File: src/csv_field_tokenizer_unit_defines.svh
// Assertion macros for the CSV field tokenizer.
// Expects signals clk and rst_n in the scope of use; no other dependencies.
`ifndef CSV_FIELD_TOKENIZER_UNIT_DEFINES_SVH
`define CSV_FIELD_TOKENIZER_UNIT_DEFINES_SVH

// Same-cycle implication, disabled during reset
`define CSVT_ASSERT_NOW(lbl, ante, cons, msg) \
  lbl: assert property (@(posedge clk) disable iff (!rst_n) (ante) |-> (cons)) \
    else $error(msg);

// Next-cycle implication, disabled during reset
`define CSVT_ASSERT_NEXT(lbl, ante, cons, msg) \
  lbl: assert property (@(posedge clk) disable iff (!rst_n) (ante) |=> (cons)) \
    else $error(msg);

`endif

File: src/csvt_pkg.sv
// Shared types and constants of the CSV field tokenizer.
// No dependencies; imported by every module of the block.
package csvt_pkg;

  localparam logic [7:0] QUOTE_BYTE = 8'h22;
  localparam logic [7:0] LF_BYTE    = 8'h0A;
  localparam logic [7:0] CR_BYTE    = 8'h0D;
  localparam logic [7:0] SEP_RESET  = 8'd44;

  localparam int FIFO_DEPTH_DEF = 4;

  // Event kinds
  localparam logic [1:0] KIND_CHAR  = 2'd0;
  localparam logic [1:0] KIND_FIELD = 2'd1;
  localparam logic [1:0] KIND_ROW   = 2'd2;

  typedef enum logic [5:0] {
    MODE_ROW   = 6'b000001,
    MODE_FIELD = 6'b000010,
    MODE_UNQ   = 6'b000100,
    MODE_QUO   = 6'b001000,
    MODE_QQ    = 6'b010000,
    MODE_CR    = 6'b100000
  } csvt_mode_t;

  typedef struct packed {
    logic [7:0] text_byte;
    logic       final_byte;
  } csvt_in_t;

  typedef struct packed {
    logic [1:0] event_kind;
    logic [7:0] field_char;
    logic       run_last;
  } csvt_out_t;

  // One or two events caused by one byte
  typedef struct packed {
    logic       two;
    logic [1:0] kind0;
    logic [1:0] kind1;
    logic [7:0] ch;
  } csvt_rec_t;

  typedef struct packed {
    logic      valid;
    csvt_rec_t rec;
  } csvt_push_t;

endpackage

File: src/csvt_front.sv
// Front end: byte classification, scan mode and event record build.
// Depends on csvt_pkg.
module csvt_front (
  input  logic                clk,
  input  logic                rst_n,
  input  logic                in_valid,
  input  csvt_pkg::csvt_in_t  in_data,
  input  logic                push_ready,
  input  logic                cfg_we,
  input  logic [7:0]          cfg_wdata,
  output logic                in_ready,
  output csvt_pkg::csvt_push_t push,
  output logic                row_start
);
  import csvt_pkg::*;

  csvt_mode_t mode_r, mode_nxt;
  logic [7:0] sep_r;
  logic [7:0] b;
  logic       fin, in_fire;
  logic       is_q, is_cr, is_lf, is_sep, ends;
  csvt_mode_t eof_mode;
  logic [1:0] eof_kind;
  logic [1:0] n;
  logic [1:0] k0, k1;
  logic       stray, start;

  assign b       = in_data.text_byte;
  assign fin     = in_data.final_byte;
  assign in_ready = push_ready;
  assign in_fire = in_valid && in_ready;

  // Classify the byte
  assign is_q   = (b == QUOTE_BYTE);
  assign is_cr  = (b == CR_BYTE);
  assign is_lf  = (b == LF_BYTE);
  assign is_sep = (b == sep_r) && !is_q && !is_cr && !is_lf;
  assign ends   = is_sep || is_cr || is_lf;

  assign eof_mode = is_cr ? MODE_CR : (is_lf ? MODE_ROW : MODE_FIELD);
  assign eof_kind = (is_cr || is_lf) ? KIND_ROW : KIND_FIELD;

  // Next mode and events of this byte
  always_comb begin
    mode_nxt = mode_r;
    n        = 2'd0;
    k0       = KIND_CHAR;
    k1       = KIND_CHAR;
    stray    = 1'b0;
    start    = 1'b0;
    case (mode_r)
      MODE_CR: begin
        if (is_lf) mode_nxt = MODE_ROW;
        else       start    = 1'b1;
      end
      MODE_ROW, MODE_FIELD: begin
        start = 1'b1;
      end
      MODE_UNQ: begin
        n = 2'd1;
        if (ends) begin
          k0       = eof_kind;
          mode_nxt = eof_mode;
        end
      end
      MODE_QUO: begin
        if (is_q) mode_nxt = MODE_QQ;
        else      n        = 2'd1;
      end
      MODE_QQ: begin
        if (is_q) begin
          n        = 2'd1;
          mode_nxt = MODE_QUO;
        end else if (ends) begin
          n        = 2'd1;
          k0       = eof_kind;
          mode_nxt = eof_mode;
        end else if (fin) begin
          // stray byte on the last byte stays in the quoted field
          n     = 2'd2;
          k1    = KIND_ROW;
          stray = 1'b1;
        end else begin
          n        = 2'd2;
          k0       = KIND_FIELD;
          mode_nxt = MODE_UNQ;
        end
      end
      default: begin
        mode_nxt = MODE_ROW;
      end
    endcase

    if (start) begin
      if (is_q) begin
        mode_nxt = MODE_QUO;
      end else if (ends) begin
        n        = 2'd1;
        k0       = eof_kind;
        mode_nxt = eof_mode;
      end else begin
        n        = 2'd1;
        mode_nxt = MODE_UNQ;
      end
    end

    // Close an open field on the last byte
    if (fin) begin
      if (!stray && (mode_nxt inside {MODE_FIELD, MODE_UNQ, MODE_QUO, MODE_QQ})) begin
        if (n == 2'd0) k0 = KIND_ROW;
        else           k1 = KIND_ROW;
        n = n + 2'd1;
      end
      mode_nxt = MODE_ROW;
    end
  end

  // Hand the record to the queue; drop bytes without events
  assign push.valid     = in_valid && (n != 2'd0);
  assign push.rec.two   = (n == 2'd2);
  assign push.rec.kind0 = k0;
  assign push.rec.kind1 = k1;
  assign push.rec.ch    = b;

  assign row_start = (mode_r == MODE_ROW);

  // Advance scan mode, hold separator
  always_ff @(posedge clk) begin
    if (!rst_n) begin
      mode_r <= MODE_ROW;
      sep_r  <= SEP_RESET;
    end else begin
      if (in_fire) mode_r <= mode_nxt;
      if (cfg_we)  sep_r  <= cfg_wdata;
    end
  end

endmodule

File: src/csvt_fifo.sv
// Short record queue between front and back end.
// Depends on csvt_pkg.
module csvt_fifo #(
  parameter int DEPTH = csvt_pkg::FIFO_DEPTH_DEF
) (
  input  logic                  clk,
  input  logic                  rst_n,
  input  csvt_pkg::csvt_push_t  push,
  output logic                  push_ready,
  input  logic                  pop,
  output logic                  head_valid,
  output csvt_pkg::csvt_rec_t   head,
  output logic [$clog2(DEPTH+1)-1:0] level
);
  import csvt_pkg::*;

  localparam int AW = (DEPTH > 1) ? $clog2(DEPTH) : 1;
  localparam int CW = $clog2(DEPTH + 1);

  csvt_rec_t        mem_r [DEPTH];
  logic [AW-1:0]    wr_ptr_r, rd_ptr_r;
  logic [CW-1:0]    cnt_r, cnt_nxt;
  logic             do_push, do_pop;

  assign push_ready = (cnt_r != CW'(DEPTH));
  assign head_valid = (cnt_r != '0);
  assign head       = mem_r[rd_ptr_r];
  assign level      = cnt_r;
  assign do_push    = push.valid && push_ready;
  assign do_pop     = pop && head_valid;

  always_comb begin
    case ({do_push, do_pop})
      2'b10:   cnt_nxt = cnt_r + 1'b1;
      2'b01:   cnt_nxt = cnt_r - 1'b1;
      default: cnt_nxt = cnt_r;
    endcase
  end

  // Advance pointers and count
  always_ff @(posedge clk) begin
    if (!rst_n) begin
      wr_ptr_r <= '0;
      rd_ptr_r <= '0;
      cnt_r    <= '0;
    end else begin
      cnt_r <= cnt_nxt;
      if (do_push) wr_ptr_r <= (wr_ptr_r == AW'(DEPTH - 1)) ? '0 : wr_ptr_r + 1'b1;
      if (do_pop)  rd_ptr_r <= (rd_ptr_r == AW'(DEPTH - 1)) ? '0 : rd_ptr_r + 1'b1;
    end
  end

  // Store the record word
  always_ff @(posedge clk) begin
    if (do_push) mem_r[wr_ptr_r] <= push.rec;
  end

endmodule

File: src/csvt_back.sv
// Back end: splits each record into single events behind an output register.
// Depends on csvt_pkg.
module csvt_back (
  input  logic                 clk,
  input  logic                 rst_n,
  input  logic                 head_valid,
  input  csvt_pkg::csvt_rec_t  head,
  output logic                 pop,
  output logic                 out_valid,
  input  logic                 out_ready,
  output csvt_pkg::csvt_out_t  out_data
);
  import csvt_pkg::*;

  logic       out_valid_r;
  csvt_out_t  out_r;
  logic       pend_r;
  logic [1:0] pend_kind_r;
  logic [7:0] pend_ch_r;
  logic       load;

  assign load = !out_valid_r || out_ready;
  assign pop  = load && !pend_r && head_valid;

  assign out_valid = out_valid_r;
  assign out_data  = out_r;

  // Control: output valid and pending second event
  always_ff @(posedge clk) begin
    if (!rst_n) begin
      out_valid_r <= 1'b0;
      pend_r      <= 1'b0;
    end else if (load) begin
      if (pend_r) begin
        out_valid_r <= 1'b1;
        pend_r      <= 1'b0;
      end else begin
        out_valid_r <= head_valid;
        pend_r      <= head_valid && head.two;
      end
    end
  end

  // Payload: emit pending event first, else the first event of the head word
  always_ff @(posedge clk) begin
    if (load) begin
      if (pend_r) begin
        out_r.event_kind <= pend_kind_r;
        out_r.field_char <= (pend_kind_r == KIND_CHAR) ? pend_ch_r : 8'd0;
        out_r.run_last   <= 1'b1;
      end else begin
        out_r.event_kind <= head.kind0;
        out_r.field_char <= (head.kind0 == KIND_CHAR) ? head.ch : 8'd0;
        out_r.run_last   <= !head.two;
        pend_kind_r      <= head.kind1;
        pend_ch_r        <= head.ch;
      end
    end
  end

endmodule

File: src/csv_field_tokenizer_unit.sv
// Top level of the CSV field tokenizer: front end, record queue, back end.
// Depends on csvt_pkg, csvt_front, csvt_fifo, csvt_back and the defines header.
//
//  port group  | dir | handshake           | word
//  ------------+-----+---------------------+------------------------------
//  in_*        | in  | in_valid/in_ready   | csvt_in_t: text_byte, final_byte
//  out_*       | out | out_valid/out_ready | csvt_out_t: kind, char, run_last
//  cfg_*       | in  | cfg_we (no wait)    | separator byte
//
// One byte is taken per cycle while the queue has room; a byte is classified
// and queued in the cycle it is taken. The back end sends one event per cycle
// while out_ready allows, so a byte with two events is sent as two output events.
// The first event of a byte is written to the queue when the byte is taken and
// then passes the output register. A stalled output fills the queue and then
// lowers in_ready. Reset (rst_n, synchronous) restores row start and separator 44.
`include "csv_field_tokenizer_unit_defines.svh"

module csv_field_tokenizer_unit #(
  parameter int FIFO_DEPTH = csvt_pkg::FIFO_DEPTH_DEF
) (
  input  logic                clk,
  input  logic                rst_n,
  input  logic                in_valid,
  output logic                in_ready,
  input  csvt_pkg::csvt_in_t  in_data,
  output logic                out_valid,
  input  logic                out_ready,
  output csvt_pkg::csvt_out_t out_data,
  input  logic                cfg_we,
  input  logic [7:0]          cfg_wdata
);
  import csvt_pkg::*;

  localparam int CW = $clog2(FIFO_DEPTH + 1);

  csvt_push_t    push;
  logic          push_ready;
  logic          pop;
  logic          head_valid;
  csvt_rec_t     head;
  logic [CW-1:0] level;
  logic          row_start;
  logic          q_full;
  logic          last_fire;
  logic          ev_ctrl;
  logic          kind_ok;

  csvt_front u_front (
    .clk        (clk),
    .rst_n      (rst_n),
    .in_valid   (in_valid),
    .in_data    (in_data),
    .push_ready (push_ready),
    .cfg_we     (cfg_we),
    .cfg_wdata  (cfg_wdata),
    .in_ready   (in_ready),
    .push       (push),
    .row_start  (row_start)
  );

  csvt_fifo #(
    .DEPTH (FIFO_DEPTH)
  ) u_fifo (
    .clk        (clk),
    .rst_n      (rst_n),
    .push       (push),
    .push_ready (push_ready),
    .pop        (pop),
    .head_valid (head_valid),
    .head       (head),
    .level      (level)
  );

  csvt_back u_back (
    .clk        (clk),
    .rst_n      (rst_n),
    .head_valid (head_valid),
    .head       (head),
    .pop        (pop),
    .out_valid  (out_valid),
    .out_ready  (out_ready),
    .out_data   (out_data)
  );

  // Terms for the checks
  assign q_full    = (level == CW'(FIFO_DEPTH));
  assign last_fire = in_valid && in_ready && in_data.final_byte;
  assign ev_ctrl   = out_valid && (out_data.event_kind != KIND_CHAR);
  assign kind_ok   = (out_data.event_kind inside {KIND_CHAR, KIND_FIELD, KIND_ROW});

  // Checks
  `CSVT_ASSERT_NOW(a_stall_full, in_valid && !in_ready, q_full, "stall with queue room")
  `CSVT_ASSERT_NEXT(a_final_to_row, last_fire, row_start, "final byte left field open")
  `CSVT_ASSERT_NOW(a_ctrl_char, ev_ctrl, out_data.field_char == 8'd0, "char on control event")
  `CSVT_ASSERT_NOW(a_kind_legal, out_valid, kind_ok, "illegal event kind")

endmodule

File: config.mk
export PLATFORM = sky130hd
export DESIGN_NAME = csv_field_tokenizer_unit
export DESIGN_NICKNAME = d
export VERILOG_FILES = /design/src/csvt_pkg.sv /design/src/csvt_front.sv /design/src/csvt_fifo.sv /design/src/csvt_back.sv /design/src/csv_field_tokenizer_unit.sv
export VERILOG_INCLUDE_DIRS = /design/src /design/src/src
export SDC_FILE = /design/constraint.sdc
export NUM_CORES = 1
export LEC_CHECK = 0
export ABC_AREA = 1
export BUFFER_PORTS_ARGS = -buffer_cell sky130_fd_sc_hd__buf_2
export CELL_PAD_IN_SITES_DETAIL_PLACEMENT = 1
export CELL_PAD_IN_SITES_GLOBAL_PLACEMENT = 1
export CORE_MARGIN = 3
export CORE_UTILIZATION = 48
export CTS_BUF_LIST = sky130_fd_sc_hd__clkbuf_4 sky130_fd_sc_hd__clkbuf_8
export CTS_CLUSTER_SIZE = 40
export DETAILED_ROUTE_END_ITERATION = 10
export HOLD_SLACK_MARGIN = 0.02
export PLACE_DENSITY_LB_ADDON = 0.1
export SLEW_MARGIN = 25
export SYNTH_ARGS = -nofsm -noshare
export SYNTH_HDL_FRONTEND = slang
export SYNTH_SLANG_ARGS = --single-unit
File: constraint.sdc
create_clock -name clk -period 4 [get_ports clk]
set_input_delay 0.6 -clock clk [delete_from_list [all_inputs] [get_ports clk]]
set_output_delay 0.6 -clock clk [all_outputs]
set_load 0.01 [all_outputs]
======== Word level (Yosys, flattened, before mapping) ========
Memory sizes are Yosys's and may differ from the RTL's. A register that Yosys moved wholly into a read port is not among the register bits.
Index checks and enable logic that the tools add are counted.
Widths: inputs -> output; s select.
word-level totals
  register bits after elaboration ......... 44
  RAM bits ................................ 52
  bits of input ports ..................... 22
  output and inout bits ................... 13
  word-level logic and storage cells ...... 128
  memories ................................ 1
cells by class
  add/sub/neg operators ................... 5
  equality and inequality tests ........... 20
  muxes and demuxes ....................... 58
  bitwise logic cells ..................... 1
  reduce and logical (&&, ||, !) cells .... 31
memory list
  memory        words  bits a word  read ports  clocked after memory_dff  write ports  line             source
  u_fifo.mem_r  4      13           1           1                         1            csvt_fifo.sv:20  csvt_rec_t mem_r [DEPTH];
operator list
  operator             count
  $mux 6               11
  $mux 2               28
  $pmux 6 s5           1
  $eq 8x4->1 const B   2
  $mux 8               2
  $eq 6x2->1 const B   2
  $eq 6x3->1 const B   2
  $eq 6x4->1 const B   2
  $eq 6x5->1 const B   2
  $logic_and 1x1->1    11
  $mux 1               11
  $mux 11              1
  $eq 2x2->1 const B   4
  $eq 8x6->1 const B   1
  $eq 8x8->1           1
  $logic_not 1->1      7
  $add 2x1->2 const B  3
  $eq 6x1->1 const B   1
  $eq 6x6->1 const B   1
  $logic_not 2->1      3
  $pmux 2 s3           1
  $pmux 3 s2           1
  $logic_or 1x1->1     4
  $pmux 2 s2           1
  other kinds (11)     12

======== Longest topological paths before layout ========
  depth after elaboration ................. 21
  depth in mapped cells ................... 22

======== Hierarchy ========
A second synthesis with hierarchy kept.
second synthesis, totals
  cell total of the unflattened synthesis .. 489
  area total of the unflattened synthesis .. 4715.8 µm²
by module, submodules not included
  module      instances  cells each  area an instance (µm²)  sequential area each (µm²)
  csvt_fifo   1          193         2481.1                  1741.7
  csvt_front  1          225         1346.3                  280.3
  csvt_back   1          71          888.4                   670.6

======== Least setup slack after synthesis ========
Ideal clock, no wire load.
  kind .................................... input port to flip-flop
  from .................................... in in_data[8] (netlist bit)
  to ...................................... reg u_fifo.cnt_r[2] (netlist: u_fifo.level[2])
  arrival time ............................ 3085 ps
  data required time ...................... 3878 ps
  slack ................................... 793 ps
  stages on the path ...................... 22
  path through ............................ inv_1 > nand2_2 > nor2_4 > nand2_1 > nand2_2 > o21bai_4 > inv_2 > nand2_1 > nand2_1 > nand3_2 > inv_1 > ha_1 > a21oi_4 > nand2_4 > nand2_2 > ha_1 > inv_1 > fa_1 > a21oi_1 > o21ai_0 > o21ai_0 > a21oi_1
on the way
  longest elaborated chain between the ends .. 21
  elaborated cells between the ends (all ways) .. 51
  classes of those cells .................. 1 x add/sub; 10 x eq/ne; 25 x mux; 15 x reduce/logical
RTL lines
  item                                             line                            source
  start, declared                                  csv_field_tokenizer_unit.sv:25  input csvt_pkg::csvt_in_t in_data,
  $eq 8x6->1                                       csvt_front.sv:34                assign is_q = (b == QUOTE_BYTE);
  $logic_not 1->1                                  csvt_front.sv:37                assign is_sep = (b == sep_r) && !is_q && !is_cr && !is_lf;
  $logic_and 1x1->1 (3 in series)                  csvt_front.sv:37
  $logic_or 1x1->1 (2 in series)                   csvt_front.sv:38                assign ends = is_sep || is_cr || is_lf;
  $mux 6                                           csvt_front.sv:74                end else if (ends) begin
  $mux 6                                           csvt_front.sv:71                if (is_q) begin
  $pmux 6 s5                                       csvt_front.sv:51                case (mode_r)
  $mux 6                                           csvt_front.sv:94                if (start) begin
  [... 2 more ...]                                 --
  $logic_and 1x1->1                                csvt_front.sv:109               if (!stray && (mode_nxt inside {MODE_FIELD, MODE_UNQ, MODE_QUO, MODE_QQ})) begin
  $mux 2                                           csvt_front.sv:109
  $mux 2 *                                         csvt_front.sv:108               if (fin) begin
  $reduce_bool 2->1 *                              csvt_front.sv:119               assign push.valid = in_valid && (n != 2'd0);
  $logic_and 1x1->1 *                              csvt_front.sv:119
  $logic_and 1x1->1 *                              csvt_fifo.sv:29                 assign do_push = push.valid && push_ready;
  $eq 2x1->1 or $eq 2x2->1 (tied branches)         csvt_fifo.sv:33                 case ({do_push, do_pop})
  $pmux 3 s2 or $reduce_bool 2->1 (tied branches)  --
  end signal, assigned                             csvt_fifo.sv:47                 cnt_r <= cnt_nxt;
  end, declared                                    csvt_fifo.sv:22                 logic [CW-1:0] cnt_r, cnt_nxt;
Every way passes the cells marked *; elsewhere a longest branch is shown, timed or not.
A chain may end at the register's enable or synchronous reset.

======== Worst setup path in the final report ========
Same ends and word-level chain as after synthesis.

==> results.sh <==
export IMPL_swShare_pct=33.7
export IMPL_drc_errors=0
export IMPL_diodes=0
export IMPL_overflow=0
export IMPL_r2r_slack_ps=770
export IMPL_tns_ps=0
export IMPL_drv_slew=0
export IMPL_p_per_area_nw_per_um2=590
export IMPL_h_tree_depth=3
export IMPL_crit_chain="buf_2 > inv_1 > nand2_2 > nor2_4 > nand2_2 > nand2_2 > o21bai_4 > inv_2 > nand2_1 > nand2_1 > nand3_2 > inv_1 > ha_1 > a21oi_4 > nand2_4 > nand2_2 > ha_1 > inv_1 > fa_1 > a21oi_1 > o21ai_0 > o21ai_0 > a21oi_1"
export IMPL_drv_cap=0
export IMPL_fin_util_pct=56.6
export IMPL_pwr_share_comb_pct=29.2
export IMPL_io_buffers=34
export IMPL_core_area_um2=8420
export IMPL_hpwlAfterDp_mm=7.11
export IMPL_setup_viol=0
export IMPL_die_w_um=100
export IMPL_critPathMaxStageDelay_ps=380
export IMPL_fillers=989
export IMPL_endpoint_kind="flip-flop"
export IMPL_areaGrowthSynthToFinish_pct=11.8
export IMPL_internal_power_uw=1860
export IMPL_fin_area_um2=4770
export IMPL_cp_num_buf_inv=5
export IMPL_yosys_warnings=0
export IMPL_synth_cell_types=34
export IMPL_final_cell_mix="93 x nand2_1, 68 x edfxtp_1, 50 x inv_1"
export IMPL_final_common_cell="nand2_1"
export IMPL_min_path_type="in -> reg"
export IMPL_postCtsSetupRepairBufs=0
export IMPL_path_clk_slew_ps=100
export IMPL_clock_skew_final_ps=20.6
export IMPL_cp_start_kind="input port"
export IMPL_via_per_inst=5.36
export IMPL_setup_worst_path_class="in -> reg"
export IMPL_cp_data_required_time_ps=4240
export IMPL_met2_usage_pct=37.9
export IMPL_slew_headroom_pct=50.5
export IMPL_hold_violations=0
export IMPL_drt_initial_drc_count=102
export IMPL_switching_power_uw=948
export IMPL_cts_hold_buffers=0
export IMPL_die_area_um2=10000
export IMPL_dpl_cell_area_um2=4570
export IMPL_use_met3_pct=4.45
export IMPL_grt_pass1_wl_mm=16.4
export IMPL_max_freq_mhz=299
export IMPL_leakagePower_uw=0.00200
export IMPL_r2r_end="u_fifo.level[2]"
export IMPL_syn_area_um2=4260
export IMPL_cpMostUsedCell="nand2_2"
export IMPL_clock_sinks=93
export IMPL_insertion_delay_ps=360
export IMPL_reg2reg_depth=22
export IMPL_grt_max_degree=26
export IMPL_globalplace_congestion=0.839
export IMPL_rsz0062_at_grt="false"
export IMPL_status="complete, no violations"
export IMPL_p_clk_share_pct=22.4
export IMPL_synth_seq_area_share_pct=59.6
export IMPL_synth_seq_cells=93
export IMPL_use_met1_pct=24.7
export IMPL_ir_drop_uv=204
export IMPL_fin_crit_sh_pct=83.6
export IMPL_wl_per_cell_um=16.2
export IMPL_track_usage_pct=21.0
export IMPL_drive_gt1_share_pct=19.4
export IMPL_synth_avg_cell_area_um2=9.84
export IMPL_cts_resized=0
export IMPL_worstMarginPinSlew_ps=741
export IMPL_row_count=33
export IMPL_antenna_found_initial=0
export IMPL_start_util_pct=50.6
export IMPL_grt_pass1_vias=3458
export IMPL_p_seq_share_pct=48.5
export IMPL_synth_nets=463
export IMPL_regArea_um2=2540
export IMPL_r2r_start="u_front.sep_r[6]"
export IMPL_power_uw=2810
export IMPL_drtPass1Iterations=4
export IMPL_critical_path_top_delay_family="adder cells"
export IMPL_multi_input_area_um2=1460
export IMPL_post_route_min_period_ps=3340
export IMPL_dr_total_vias=3128
export IMPL_cp_max_fo=6
export IMPL_whs_path_depth=3
export IMPL_whs_endpoint="u_front.sep_r[2]"
export IMPL_layout_nets=504
export IMPL_clock_root_buffer="clkbuf_8"
export IMPL_cts_tree="built"
export IMPL_cp_slowest_cell="fa_1"
export IMPL_postSynthCellCount=433
export IMPL_clockBufferDepth=2
export IMPL_busiest_layer="met2"
export IMPL_worstPathArrival_ps=3580
export IMPL_drtAntennaViolNets=0
export IMPL_drt_wl_total_mm=9.48
export IMPL_ios=35
export IMPL_min_from="cfg_wdata[2]"
export IMPL_numCtsBuffers=9
export IMPL_die_y_um=100
sequential cells by signal, indices dropped and copies added (netlist names), named ones only:
signal,flops
u_fifo.level,3
u_fifo.rd_ptr_r,2
u_front.sep_r,8
u_back.pend_ch_r,8
u_back.out_data,11
u_fifo.mem_r,48
u_back.out_valid,1
u_fifo.wr_ptr_r,2
u_front.mode_r,6
u_back.pend_kind_r,1
u_back.pend_r,1
layout make-up:
class / instances / share of cell area (%)
inverter: 58 / 4.57
tap: 105 / 2.76
clock inverter: 5 / 1.26
clock buffer: 11 / 2.91
sequential: 93 / 53.3
multi-input combinational: 272 / 30.6
timing repair buffer: 40 / 4.52
power groups by stage:
stage	logic (uW)	registers [uW]	clock network [uW]
floorplan	528	1390	0
global placement	781	1370	0
detailed placement	826	1390	0
CTS	832	1370	644
global route	947	1380	687
finish	820	1360	630
Yosys cell counts:
cell type | count | area share (%)
nand2_1 | 93 | 8.2
edfxtp_1 | 68 | 48
inv_1 | 50 | 4.4
nor2_1 | 37 | 3.3
a21oi_1 | 35 | 4.1
o21ai_0 | 29 | 3.4
dfxtp_1 | 25 | 12
nand2_2 | 12 | 1.8
nand3_1 | 12 | 1.4
a32oi_1 | 8 | 1.6
clkbuf_1 | 8 | 0.70
ha_1 | 7 | 2.1
inv_2 | 6 | 0.53
nor2_2 | 6 | 0.88
nand2_4 | 4 | 1.1
nand3_2 | 4 | 0.94
nand4_1 | 4 | 0.59
nor3_1 | 3 | 0.35
o22ai_1 | 3 | 0.44
a32o_1 | 2 | 0.47
clkinv_1 | 2 | 0.18
nor2_4 | 2 | 0.53
xor2_1 | 2 | 0.41
a21o_1 | 1 | 0.18
a21oi_4 | 1 | 0.38
buf_4 | 1 | 0.18
clkbuf_2 | 1 | 0.12
fa_1 | 1 | 0.47
nand3b_4 | 1 | 0.47
o211a_1 | 1 | 0.23
o21bai_4 | 1 | 0.44
o311ai_0 | 1 | 0.21
o31ai_1 | 1 | 0.18
o32ai_1 | 1 | 0.21
kinds of logic after synthesis:
kind of cell / after synthesis / share of synthesized area, %
flip-flops: 93 / 59.6
AO/OA/AOI/OAI: 84 / 11.9
AND/OR/NAND/NOR: 178 / 19.4
buffers and inverters: 68 / 6.11
XOR/XNOR: 2 / 0.411
adder cells (fa/ha/maj): 8 / 2.52
worst register-to-register path: stages (launching register included):
cell	delay [ps]
dfxtp_1	350
inv_1	60
nand2_1	50
nand2_1	60
nor2_1	120
nand3_2	120
o21bai_4	210
inv_2	70
nand2_1	80
nand2_1	70
nand3_2	70
inv_1	60
ha_1	330
a21oi_4	200
nand2_4	80
nand2_2	110
ha_1	160
inv_1	70
fa_1	380
a21oi_1	140
o21ai_0	110
o21ai_0	170
a21oi_1	60
worst max-delay path by stage:
stage / cells after the start / startpoint / endpoint / slack (ps)
floorplan: 22 / in_data[8] / u_fifo.level[2] / 790
global placement: 23 / in_data[8] / u_fifo.level[2] / 410
detailed placement: 23 / in_data[8] / u_fifo.level[2] / 300
CTS: 23 / in_data[8] / u_fifo.level[2] / 660
global route: 23 / in_data[4] / u_fifo.level[2] / 300
finish: 23 / in_data[8] / u_fifo.level[2] / 660
per-layer routing:
layer	routed length (um)	up-vias
li1	-	1536
met4	154	0
met3	349	14
met1	4010	1509
met5	0	-
met2	4970	69
metrics by stage:
stage,hold WS [ps],std cells,setup slack (ps)
3_3_place_gp,463,568,414
3_5_place_dp,465,568,304
4_1_cts,450,584,659
6_report,459,584,657
2_1_floorplan,443,433,793
5_1_grt,460,584,301
No activity file was read; power rests on OpenSTA's default activity.
